**src/sv/wcdc_pkg.sv**
```systemverilog
// wcdc_pkg: shared types and constants for the window class diversity counter
// no dependencies; imported by every module of the block
`default_nettype none

package wcdc_pkg;

    localparam int CODE_W = 16;
    localparam int DIV_W = 6;
    localparam int DIV_MAX = 63;
    localparam int CFG_IDX_W = 2;

    localparam logic [CFG_IDX_W-1:0] REG_CLASS_OF_INTEREST = 2'd0;
    localparam logic [CFG_IDX_W-1:0] REG_IGNORE_CLASS = 2'd1;
    localparam logic [CFG_IDX_W-1:0] REG_IGNORE_ENABLE = 2'd2;

    typedef struct packed {
        logic [CODE_W-1:0] class_of_interest;
        logic [CODE_W-1:0] ignore_class;
        logic              ignore_enable;
    } cfg_t;

    typedef struct packed {
        logic [DIV_W-1:0] diversity;
        logic             overflow;
    } result_t;

endpackage

`default_nettype wire

```
**src/sv/wcdc_cfg.sv**
```systemverilog
// wcdc_cfg: configuration register file written over the config channel
// depends on wcdc_pkg
`default_nettype none

module wcdc_cfg
    import wcdc_pkg::*;
(
    input  wire logic                 clk,
    input  wire logic                 rst_n,
    input  wire logic                 wr_en,
    input  wire logic [CFG_IDX_W-1:0] wr_index,
    input  wire logic [CODE_W-1:0]    wr_data,
    output cfg_t                      cfg
);

    cfg_t cfg_reg;
    cfg_t cfg_next;

    always_comb
    begin
        cfg_next = cfg_reg;
        if (wr_en)
        begin
            case (wr_index)
                REG_CLASS_OF_INTEREST: cfg_next.class_of_interest = wr_data;
                REG_IGNORE_CLASS:      cfg_next.ignore_class = wr_data;
                REG_IGNORE_ENABLE:     cfg_next.ignore_enable = wr_data[0];
                default:               cfg_next = cfg_reg;
            endcase
        end
    end

    always_ff @(posedge clk or negedge rst_n)
    begin
        if (!rst_n)
        begin
            cfg_reg <= '0;
        end
        else
        begin
            cfg_reg <= cfg_next;
        end
    end

    assign cfg = cfg_reg;

endmodule

`default_nettype wire

```
**src/sv/wcdc_window.sv**
```systemverilog
// wcdc_window: distinct code store with parallel match, window flags and result logic
// depends on wcdc_pkg
`default_nettype none

module wcdc_window
    import wcdc_pkg::*;
#(
    parameter int MAX_DISTINCT = 32
)
(
    input  wire logic              clk,
    input  wire logic              rst_n,
    input  wire logic              step,
    input  wire logic [CODE_W-1:0] code,
    input  wire logic              last,
    input  cfg_t                   cfg,
    output result_t                result
);

    localparam int CNT_W = $clog2(MAX_DISTINCT + 1);
    localparam int IDX_W = $clog2(MAX_DISTINCT);
    localparam int WIDE_W = (CNT_W > DIV_W) ? CNT_W : DIV_W + 1;

    logic [CODE_W-1:0] store_reg [MAX_DISTINCT];
    logic [CNT_W-1:0]  count_reg;
    logic [CNT_W-1:0]  count_next;
    logic              interest_reg;
    logic              interest_next;
    logic              ignore_reg;
    logic              ignore_next;
    logic              ovf_reg;
    logic              ovf_next;

    logic              found;
    logic              full;
    logic              insert;
    logic [CNT_W-1:0]  total;
    logic              interest_now;
    logic              ignore_now;
    logic              ovf_now;
    logic [WIDE_W-1:0] div_wide;

    always_comb
    begin
        found = 1'b0;
        for (int k = 0; k < MAX_DISTINCT; k++)
        begin
            if ((CNT_W'(k) < count_reg) && (store_reg[k] == code))
            begin
                found = 1'b1;
            end
        end
    end

    assign full = (count_reg == CNT_W'(MAX_DISTINCT));
    assign insert = !found && !full;
    assign total = count_reg + {{(CNT_W-1){1'b0}}, insert};
    assign interest_now = interest_reg || (code == cfg.class_of_interest);
    assign ignore_now = ignore_reg || (code == cfg.ignore_class);
    assign ovf_now = ovf_reg || (!found && full);

    always_comb
    begin
        if (!interest_now)
        begin
            div_wide = WIDE_W'(1);
        end
        else if (ovf_now)
        begin
            div_wide = WIDE_W'(MAX_DISTINCT);
        end
        else if (cfg.ignore_enable && ignore_now && (total != '0))
        begin
            div_wide = WIDE_W'(total) - WIDE_W'(1);
        end
        else
        begin
            div_wide = WIDE_W'(total);
        end
        if (div_wide > WIDE_W'(DIV_MAX))
        begin
            div_wide = WIDE_W'(DIV_MAX);
        end
    end

    assign result.diversity = div_wide[DIV_W-1:0];
    assign result.overflow = interest_now && ovf_now;

    always_comb
    begin
        count_next = count_reg;
        interest_next = interest_reg;
        ignore_next = ignore_reg;
        ovf_next = ovf_reg;
        if (step)
        begin
            if (last)
            begin
                count_next = '0;
                interest_next = 1'b0;
                ignore_next = 1'b0;
                ovf_next = 1'b0;
            end
            else
            begin
                count_next = total;
                interest_next = interest_now;
                ignore_next = ignore_now;
                ovf_next = ovf_now;
            end
        end
    end

    always_ff @(posedge clk or negedge rst_n)
    begin
        if (!rst_n)
        begin
            count_reg <= '0;
            interest_reg <= 1'b0;
            ignore_reg <= 1'b0;
            ovf_reg <= 1'b0;
        end
        else
        begin
            count_reg <= count_next;
            interest_reg <= interest_next;
            ignore_reg <= ignore_next;
            ovf_reg <= ovf_next;
        end
    end

    // store entries above the fill count are never matched
    always_ff @(posedge clk)
    begin
        if (step && insert)
        begin
            store_reg[count_reg[IDX_W-1:0]] <= code;
        end
    end

endmodule

`default_nettype wire

```
**src/sv/window_class_diversity_counter.sv**
```systemverilog
// window_class_diversity_counter: top level with input and result registers
// depends on wcdc_pkg, wcdc_cfg and wcdc_window
//
// usage
// - s_axis carries one class code per item in tdata, tlast marks the final code of a window
// - m_axis carries one result per window: diversity and overflow in tdata
// - cfg channel writes class_of_interest (0), ignore_class (1), ignore_enable (2);
//   cfg_ready is always high; user must write only while the stream is idle, unchecked
// - throughput: one code per cycle while no final code stalls; each code is matched
//   against all stored distinct codes at once, so the store compare sets the cycle
// - path: a code is held in the input register, and the result of a final
//   code is captured in the output register that drives m_axis
// - when m_tready is low and a result waits, non-final codes keep flowing;
//   a final code held in the input register stops s_tready until the result leaves
// - reset clears config registers, window state and both valid flags;
//   no clearing pass, the store is tracked by a fill count
`default_nettype none

module window_class_diversity_counter
    import wcdc_pkg::*;
#(
    parameter int MAX_DISTINCT = 32
)
(
    input  wire logic                 clk,
    input  wire logic                 rst_n,
    input  wire logic                 s_tvalid,
    output logic                      s_tready,
    input  wire logic [15:0]          s_tdata,   // class_code[15:0]
    input  wire logic                 s_tlast,   // last_of_window
    output logic                      m_tvalid,
    input  wire logic                 m_tready,
    output logic [7:0]                m_tdata,   // diversity[5:0], overflow[6], zero[7]
    input  wire logic                 cfg_valid,
    output logic                      cfg_ready,
    input  wire logic [CFG_IDX_W-1:0] cfg_index,
    input  wire logic [CODE_W-1:0]    cfg_data
);

    cfg_t              cfg;
    result_t           result;

    logic              in_valid_reg;
    logic              in_valid_next;
    logic [CODE_W-1:0] in_code_reg;
    logic              in_last_reg;
    logic              out_valid_reg;
    logic              out_valid_next;
    result_t           out_data_reg;

    logic              advance;
    logic              s_accept;

    assign cfg_ready = 1'b1;

    wcdc_cfg u_cfg (
        .clk      (clk),
        .rst_n    (rst_n),
        .wr_en    (cfg_valid),
        .wr_index (cfg_index),
        .wr_data  (cfg_data),
        .cfg      (cfg)
    );

    wcdc_window #(
        .MAX_DISTINCT (MAX_DISTINCT)
    ) u_window (
        .clk    (clk),
        .rst_n  (rst_n),
        .step   (in_valid_reg && advance),
        .code   (in_code_reg),
        .last   (in_last_reg),
        .cfg    (cfg),
        .result (result)
    );

    assign advance = !in_last_reg || !out_valid_reg || m_tready;
    assign s_tready = !in_valid_reg || advance;
    assign s_accept = s_tvalid && s_tready;

    always_comb
    begin
        in_valid_next = in_valid_reg;
        if (s_tready)
        begin
            in_valid_next = s_tvalid;
        end
        out_valid_next = out_valid_reg;
        if (m_tready)
        begin
            out_valid_next = 1'b0;
        end
        if (in_valid_reg && in_last_reg && advance)
        begin
            out_valid_next = 1'b1;
        end
    end

    always_ff @(posedge clk or negedge rst_n)
    begin
        if (!rst_n)
        begin
            in_valid_reg <= 1'b0;
            out_valid_reg <= 1'b0;
        end
        else
        begin
            in_valid_reg <= in_valid_next;
            out_valid_reg <= out_valid_next;
        end
    end

    always_ff @(posedge clk)
    begin
        if (s_accept)
        begin
            in_code_reg <= s_tdata;
            in_last_reg <= s_tlast;
        end
        if (in_valid_reg && in_last_reg && advance)
        begin
            out_data_reg <= result;
        end
    end

    assign m_tvalid = out_valid_reg;
    assign m_tdata = {1'b0, out_data_reg.overflow, out_data_reg.diversity};

    // overflow only comes with a saturated count
    a_ovf_count : assert property (@(posedge clk) disable iff (!rst_n)
        (m_tvalid && m_tdata[6]) |->
        (m_tdata[5:0] == ((MAX_DISTINCT > DIV_MAX) ? DIV_W'(DIV_MAX) : DIV_W'(MAX_DISTINCT))))
        else $error("overflow result without saturated diversity");

    // a new result only follows a final code
    a_result_src : assert property (@(posedge clk) disable iff (!rst_n)
        $rose(out_valid_reg) |-> $past(in_valid_reg && in_last_reg))
        else $error("result appeared without a final code");

    // a blocked final code stays in the input register
    a_last_held : assert property (@(posedge clk) disable iff (!rst_n)
        (in_valid_reg && in_last_reg && !advance) |=> (in_valid_reg && in_last_reg))
        else $error("stalled final code lost");

endmodule

`default_nettype wire
```
**config.mk**
```make
export PLATFORM = sky130hd
export DESIGN_NAME = window_class_diversity_counter
export DESIGN_NICKNAME = d
export VERILOG_FILES = /design/src/sv/wcdc_pkg.sv /design/src/sv/wcdc_cfg.sv /design/src/sv/wcdc_window.sv /design/src/sv/window_class_diversity_counter.sv
export SDC_FILE = /design/constraint.sdc
export NUM_CORES = 1
export LEC_CHECK = 0
export BUFFER_PORTS_ARGS = -buffer_cell sky130_fd_sc_hd__buf_2
export CAP_MARGIN = 25
export CORE_ASPECT_RATIO = 1.2
export CORE_MARGIN = 2
export CORE_UTILIZATION = 50
export CTS_CLUSTER_DIAMETER = 30
export DETAILED_ROUTE_END_ITERATION = 8
export PLACE_DENSITY_LB_ADDON = 0.08
export SKIP_CTS_REPAIR_TIMING = 1
export SLEW_MARGIN = 20
export SYNTH_ARGS = -nofsm -noshare
export SYNTH_HDL_FRONTEND = slang
export SYNTH_SLANG_ARGS = --single-unit
```
**constraint.sdc**
```tcl
create_clock -name clk -period 4.8 [get_ports clk]
set_clock_uncertainty 0.1 [all_clocks]
set_input_delay 0.96 -clock clk [delete_from_list [all_inputs] [get_ports clk]]
set_output_delay 0.96 -clock clk [all_outputs]
set_load 0.05 [all_outputs]
```
After elaboration in Yosys (flattened, before gate mapping)
Memories as Yosys holds them, arrays and structs flattened.
Cells that the tools add are included.
{ "word_totals": {"romBits": 0, "out_inout_bits": 11, "ff_bits": 68, "elab_cells": 188, "n_memories": 1, "latch_bits": 0, "ram_bits": 512, "inputBits": 40} }
{ "classes": {"bitwise": 0, "magnitude_cmp": 33, "eq_ne": 37, "mul": 0, "n_reduce_logical": 59, "shifts": 0, "n_mux": 43, "n_div": 0, "addsub": 2} }
{ "memory_table": {"columns": ["memory", "depth", "word_bits", "rd", "rd_clocked_by_memory_dff", "write_ports", "line", "text"], "rows": [
  ["u_window.store_reg", 32, 16, 32, 0, 1, "wcdc_window.sv:24", "logic [CODE_W-1:0] store_reg [MAX_DISTINCT];"]
]} }
{ "op_table": {"columns": ["op", "n"], "rows": [
  ["equality test 16 bit", 34],
  ["less-than comparator 5 x 6 -> 1 bit (first input constant)", 16],
  ["less-than comparator 4 x 6 -> 1 bit (first input constant)", 8],
  ["logical AND 1 bit", 42],
  ["two-way mux 1 bit", 39],
  ["less-than comparator 3 x 6 -> 1 bit (first input constant)", 4],
  ["two-way mux 7 bit", 3],
  ["less-than comparator 1 x 6 -> 1 bit (first input constant)", 2],
  ["less-than comparator 2 x 6 -> 1 bit (first input constant)", 2],
  ["greater-than comparator 7 x 6 -> 1 bit (second input constant)", 1],
  ["subtractor 6 x 1 -> 7 bit (second input constant)", 1],
  ["adder 6 x 1 -> 6 bit", 1],
  ["equality test 6 bit (second input constant)", 1],
  ["logical OR 1 bit", 6],
  ["two-way mux 6 bit", 1],
  ["AND reduction 2 bit", 3],
  ["nonzero test 6 bit", 1],
  ["logical NOT 1 bit", 5],
  ["equality test 2 x 1 -> 1 bit (second input constant)", 1],
  ["equality test 2 bit (second input constant)", 1],
  ["logical NOT 2 bit", 1],
  ["nonzero test 2 bit", 1]
]} }

Logic depth before layout (Yosys ltp)
An unclocked memory read counts as a cell.
{ "logic_depth": {"depth_word": 44, "depth_mapped": 21} }

Modules after synthesis
A second synthesis with hierarchy kept.
{ "hier_totals": {"cells_unflattened": 1659, "area_unflattened_um2": 25648.3} }
{ "modules_own_cells": {"columns": ["module", "cells_per_inst", "area_per_inst_um2", "instances"], "rows": [
  ["wcdc_window", 1550, 23530.1, 1],
  ["wcdc_cfg", 71, 1253.7, 1],
  ["window_class_diversity_counter", 38, 864.6, 1]
]} }

Worst setup path after synthesis
Ideal clock, no wire load.
{ "synth_timing": {"path_kind": "register -> register", "startpoint": "register in_code_reg[12]", "endpoint": "register out_data_reg (netlist bit m_tdata[2]) (data pin)", "path_buffers": 4, "arrival_ns": 4.288, "slack_ns": 0.228, "synth_period_minus_slack_ns": 4.572, "setup_time_ns": 0.184, "path_stages_with_launch": 22, "cell_sequence": "edfxtp_1 buf_6 buf_6 xor2_1 nor4_1 nand2_1 o32ai_2 nor4_2 and4_4 buf_6 and3_1 ha_1 ha_1 inv_1 ha_1 and3_1 a21oi_2 and3_1 buf_2 nand2_1 xnor2_1 a2111oi_4"} }
{ "synth_between": {"elab_chain_len": 43, "word_cells_on_any_way": 113, "classes_between": "add/sub (2); order compare (1); eq/ne (34); mux (35); reduce/logical (41)"} }
{ "synth_lines": {"columns": ["item", "line", "text"], "rows": [
  ["from (decl)", "window_class_diversity_counter.sv:45", "logic [CODE_W-1:0] in_code_reg;"],
  ["from (signal assigned)", "window_class_diversity_counter.sv:117", "in_code_reg <= s_tdata;"],
  ["branches (longest 41 deep; another with equality test 16 bit)", null, null],
  ["two-way mux 7 bit (*)", "wcdc_window.sv:64", "if (!interest_now)"],
  ["greater-than comparator 7 x 6 -> 1 bit", "wcdc_window.sv:80", "if (div_wide > WIDE_W'(DIV_MAX))"],
  ["to (signal assigned)", "window_class_diversity_counter.sv:122", "out_data_reg <= result;"],
  ["to (decl)", "window_class_diversity_counter.sv:49", "result_t out_data_reg;"]
]} }
Mark *: on every way between the ends.
A chain may end at the register's enable or synchronous reset.

Final worst setup path
{ "layout_timing": {"startpoint": "register in_code_reg[13]", "endpoint": "register out_data_reg (netlist bit m_tdata[5]) (data pin)"} }
Same word-level chain as after synthesis.

==> qor.txt <==
Final hold vios: 0
Slew @ Worst Pin: 0.9205 ns
Commonest non-fill, non-tap cells in the layout: edfxtp_1 (536), xor2_1 (506), nor4_1 (184)
EDFF count, synth: 536
DRC violations left: 0
Average vias per placed instance: 5.699
Clk sinks: 580
Synthesized area per cell: 14.27 µm²
WL per Instance: 25.38 µm
MaxCap Viol Count: 0
Die Footprint: 55710 µm²
Pre-Repair DR Iteration Count: 7
Sequential Power Share: 0.387
Clock share of power: 0.530
Commonest non-fill, non-tap cell in the layout: edfxtp_1
CP max stage delay: 0.43 ns
Setup WS post-layout: 0.1703 ns
Synthesized instance count: 1886
Sw Ratio: 0.2370
Post-synth top flop: edfxtp_1
Boundary pin count: 51
Number of routed nets with antenna violations: 0
Dpl ws: -0.1724 ns
Final max-slew violation count: 0
Crit-path cells: clkbuf_16 > xor2_1 > nor4_1 > nand3_2 > o22ai_2 > nor4_2 > buf_4 > and4_4 > and3_1 > ha_1 > ha_4 > inv_2 > ha_2 > and3_4 > a211oi_4 > a21o_1 > o211ai_1 > and2_1 > a221oi_2
Type of destination of the critical path: flop
Clock-pin slew on the worst setup and hold paths: 0.05 ns
Crit path buffers/inverters: 3
Synth Area in XOR/XNOR: 0.1786
Delay-heaviest family, CP: simple AND/OR/NAND/NOR gates
Final non-filler cell total: 2964
Slew HR: 0.3845
Adder-cell share of the synthesized area: 0.001860
Post-Syn Area: 26910 µm²
CP max-delay cell: edfxtp_1
Vias in the first global route: 17160
Layout Area Growth over Synthesis: 24.47%
Final wirelength: 75220 µm
First-pass GRT wire length: 104300 µm
Clock Latency Late Sink: 0.66 ns
Initial antenna violation count: 0
DRT iter0 DRCs: 1534
Syn Nets: 1930
Placed cell count: 2720
Total track usage: 0.2510
Die Width: 215.8 µm
Leak pwr: 0.01185 µW
Initial Utilization: 0.5039
Post-synth cell types: 71
CTS buffer count: 115
CTS tree: built
Crit path kind: reg -> reg
Final min period: 4.630 ns
IO buf count: 48
CTS HTree Levels: 3
Via count: 16890
Period Utilization, post-route: 0.9645
Core area: 53410 µm²
N_diodes: 0
CP Data Required Time: 5.17 ns
Final HPWL DP: 44670 µm
Largest net degree at the start of global routing: 57
Arr. time, crit path: 5.00 ns
Grt ovf: 0
Power Dens Cells: 443.5 nW/µm²
FF+latch count, synth: 580
Clock Tree Buf Depth: 3
Final setup violation count: 0
Max reg flops: 512
Fmax: 216.0 MHz
Die H: 258.2 µm
P_sw: 3521 µW
Nature of the critical path startpoint: flop
Fill cells: 3985
Simple-gate share of the synthesized area: 0.1083
Hold Path Class: in -> async
Post-synthesis mux area share: 0.01455
Crit path max fanout: 28
Final layout net count: 2198
Synth warn: 0
Combinational share of power: 0.083
Clock Root Buffer: clkbuf_16
Compound-Gate Fraction of Synth Area: 0.02733
Asr flop ratio synth: 0.07586
Int Pwr: 11340 µW
Number of placement rows: 93
RePlAce Congestion: 0.8774
Status: finished, final reports clean
Worst vdd ir: 0.4203 mV
Sequential share of the synthesized area: 0.6389
Main combinational cell family by area after synthesis: XOR/XNOR gates
Share of cells above drive strength 1: 0.2380
-- final cells by class --
type	count	area, µm²	share of cell area
Sequential cell	580	17200	0.5134
Multi-Input combinational cell	1200	9181	0.2741
Inverter	8	30.03	0.0008964
Tap cell	712	890.9	0.02659
Timing Repair Buffer	249	2301	0.06868
Clock buffer	131	2968	0.08859
Clock inverter	84	930.9	0.02779
-- cell usage after synthesis (all sizes together) (3+ instances only) --
library cell	n	area, µm²
xnor2	40	357.8
nand2b	4	25.02
nor4b	9	100.1
nor2b	3	18.77
nor2	76	290.3
nor3b	4	35.03
nand2	59	221.5
or3	3	28.78
nand4	39	244.0
buf	87	740.7
or2	4	25.02
a21oi	13	72.57
o21bai	4	30.03
nor3	21	126.4
o22ai	19	118.9
xor2	508	4449
and2	4	25.02
a211oi	5	47.54
o21ai	16	83.83
inv	8	30.03
a2111oi	4	66.32
and3	9	56.30
o31ai	6	50.05
o32ai	8	77.58
dfrtp	44	1101
nand3b	9	67.56
edfxtp	536	16100
clkbuf	11	41.29
o211ai	6	45.04
nand3	66	330.3
ha	4	50.05
mux2	33	371.6
nor4	199	1270
-- worst paths after layout --
path                                                 from                                end  slack, ns  cells after the start
max in group asynchronous                           rst_n  u_window.count_reg[2]$_DFFE_PN0P_       3.94                      1
worst min-delay path                                rst_n          u_cfg.cfg[32]$_DFFE_PN0P_       0.22                      1
worst max register to register  in_code_reg[13]$_DFFE_PP_           m_tdata[5]$_SDFFCE_PN1P_       0.17                     19
worst max-delay path            in_code_reg[13]$_DFFE_PP_           m_tdata[5]$_SDFFCE_PN1P_       0.17                     19
worst min register to register  u_cfg.cfg[11]$_DFFE_PN0P_          u_cfg.cfg[11]$_DFFE_PN0P_       0.42                      1
min in group clk                               s_tdata[0]           in_code_reg[0]$_DFFE_PP_       0.37                      1
-- worst register-to-register path, stage by stage (launching register included) --
cell and delay, ns:
edfxtp_1 0.43, clkbuf_16 0.25, xor2_1 0.34, nor4_1 0.35, nand3_2 0.23, o22ai_2 0.25, nor4_2 0.08, buf_4 0.15
and4_4 0.19, and3_1 0.19, ha_1 0.22, ha_4 0.28, inv_2 0.03, ha_2 0.18, and3_4 0.20, a211oi_4 0.26
a21o_1 0.16, o211ai_1 0.11, and2_1 0.18, a221oi_2 0.26
-- kinds of logic after synthesis --
group                      count (synthesis)
buffers and inverters                    106
xor gates and xnor gates                 548
adders and majority gates                  4
AOI/OAI and AO/OA                         97
other                                      2
DFF                                      580
muxes                                     35
and+or+nand+nor                          514
-- routing by layer --
layer	vias up	track usage	share of wire
met2	555	0.4146	0.48
li1	7615	-	-
met4	0	0.1073	0.034
met3	137	0.04087	0.058
met1	8584	0.3299	0.42
met5	-	0	0
-- power by group through the flow --
| stage | clock [µW] | sequential (µW) | combinational, µW |
|---|---|---|---|
| 2_1_floorplan | 0 | 5870 | 682 |
| 3_3_place_gp | 0 | 5840 | 1120 |
| 3_5_place_dp | 0 | 5840 | 1130 |
| 4_1_cts | 7980 | 5750 | 1130 |
| 5_1_grt | 8230 | 5760 | 1310 |
| 6_report | 7880 | 5750 | 1230 |
-- per-stage QoR --
stage          cell area, µm²   TNS, ns  total power (µW)  hold slack, ns    util
5_1_grt                 33500  -0.02176             15310          0.2505  0.6272
6_report                33500         0             14860          0.2201  0.6272
4_1_cts                 32870   -0.6609             14870          0.3422  0.6154
3_5_place_dp            28970   -0.4420              6971          0.4151  0.5424
2_1_floorplan           26910         0              6550          0.3995       -
3_3_place_gp            28970   -0.1441              6958          0.4098  0.5424
Note: power is estimated with default switching activity, not from simulation.
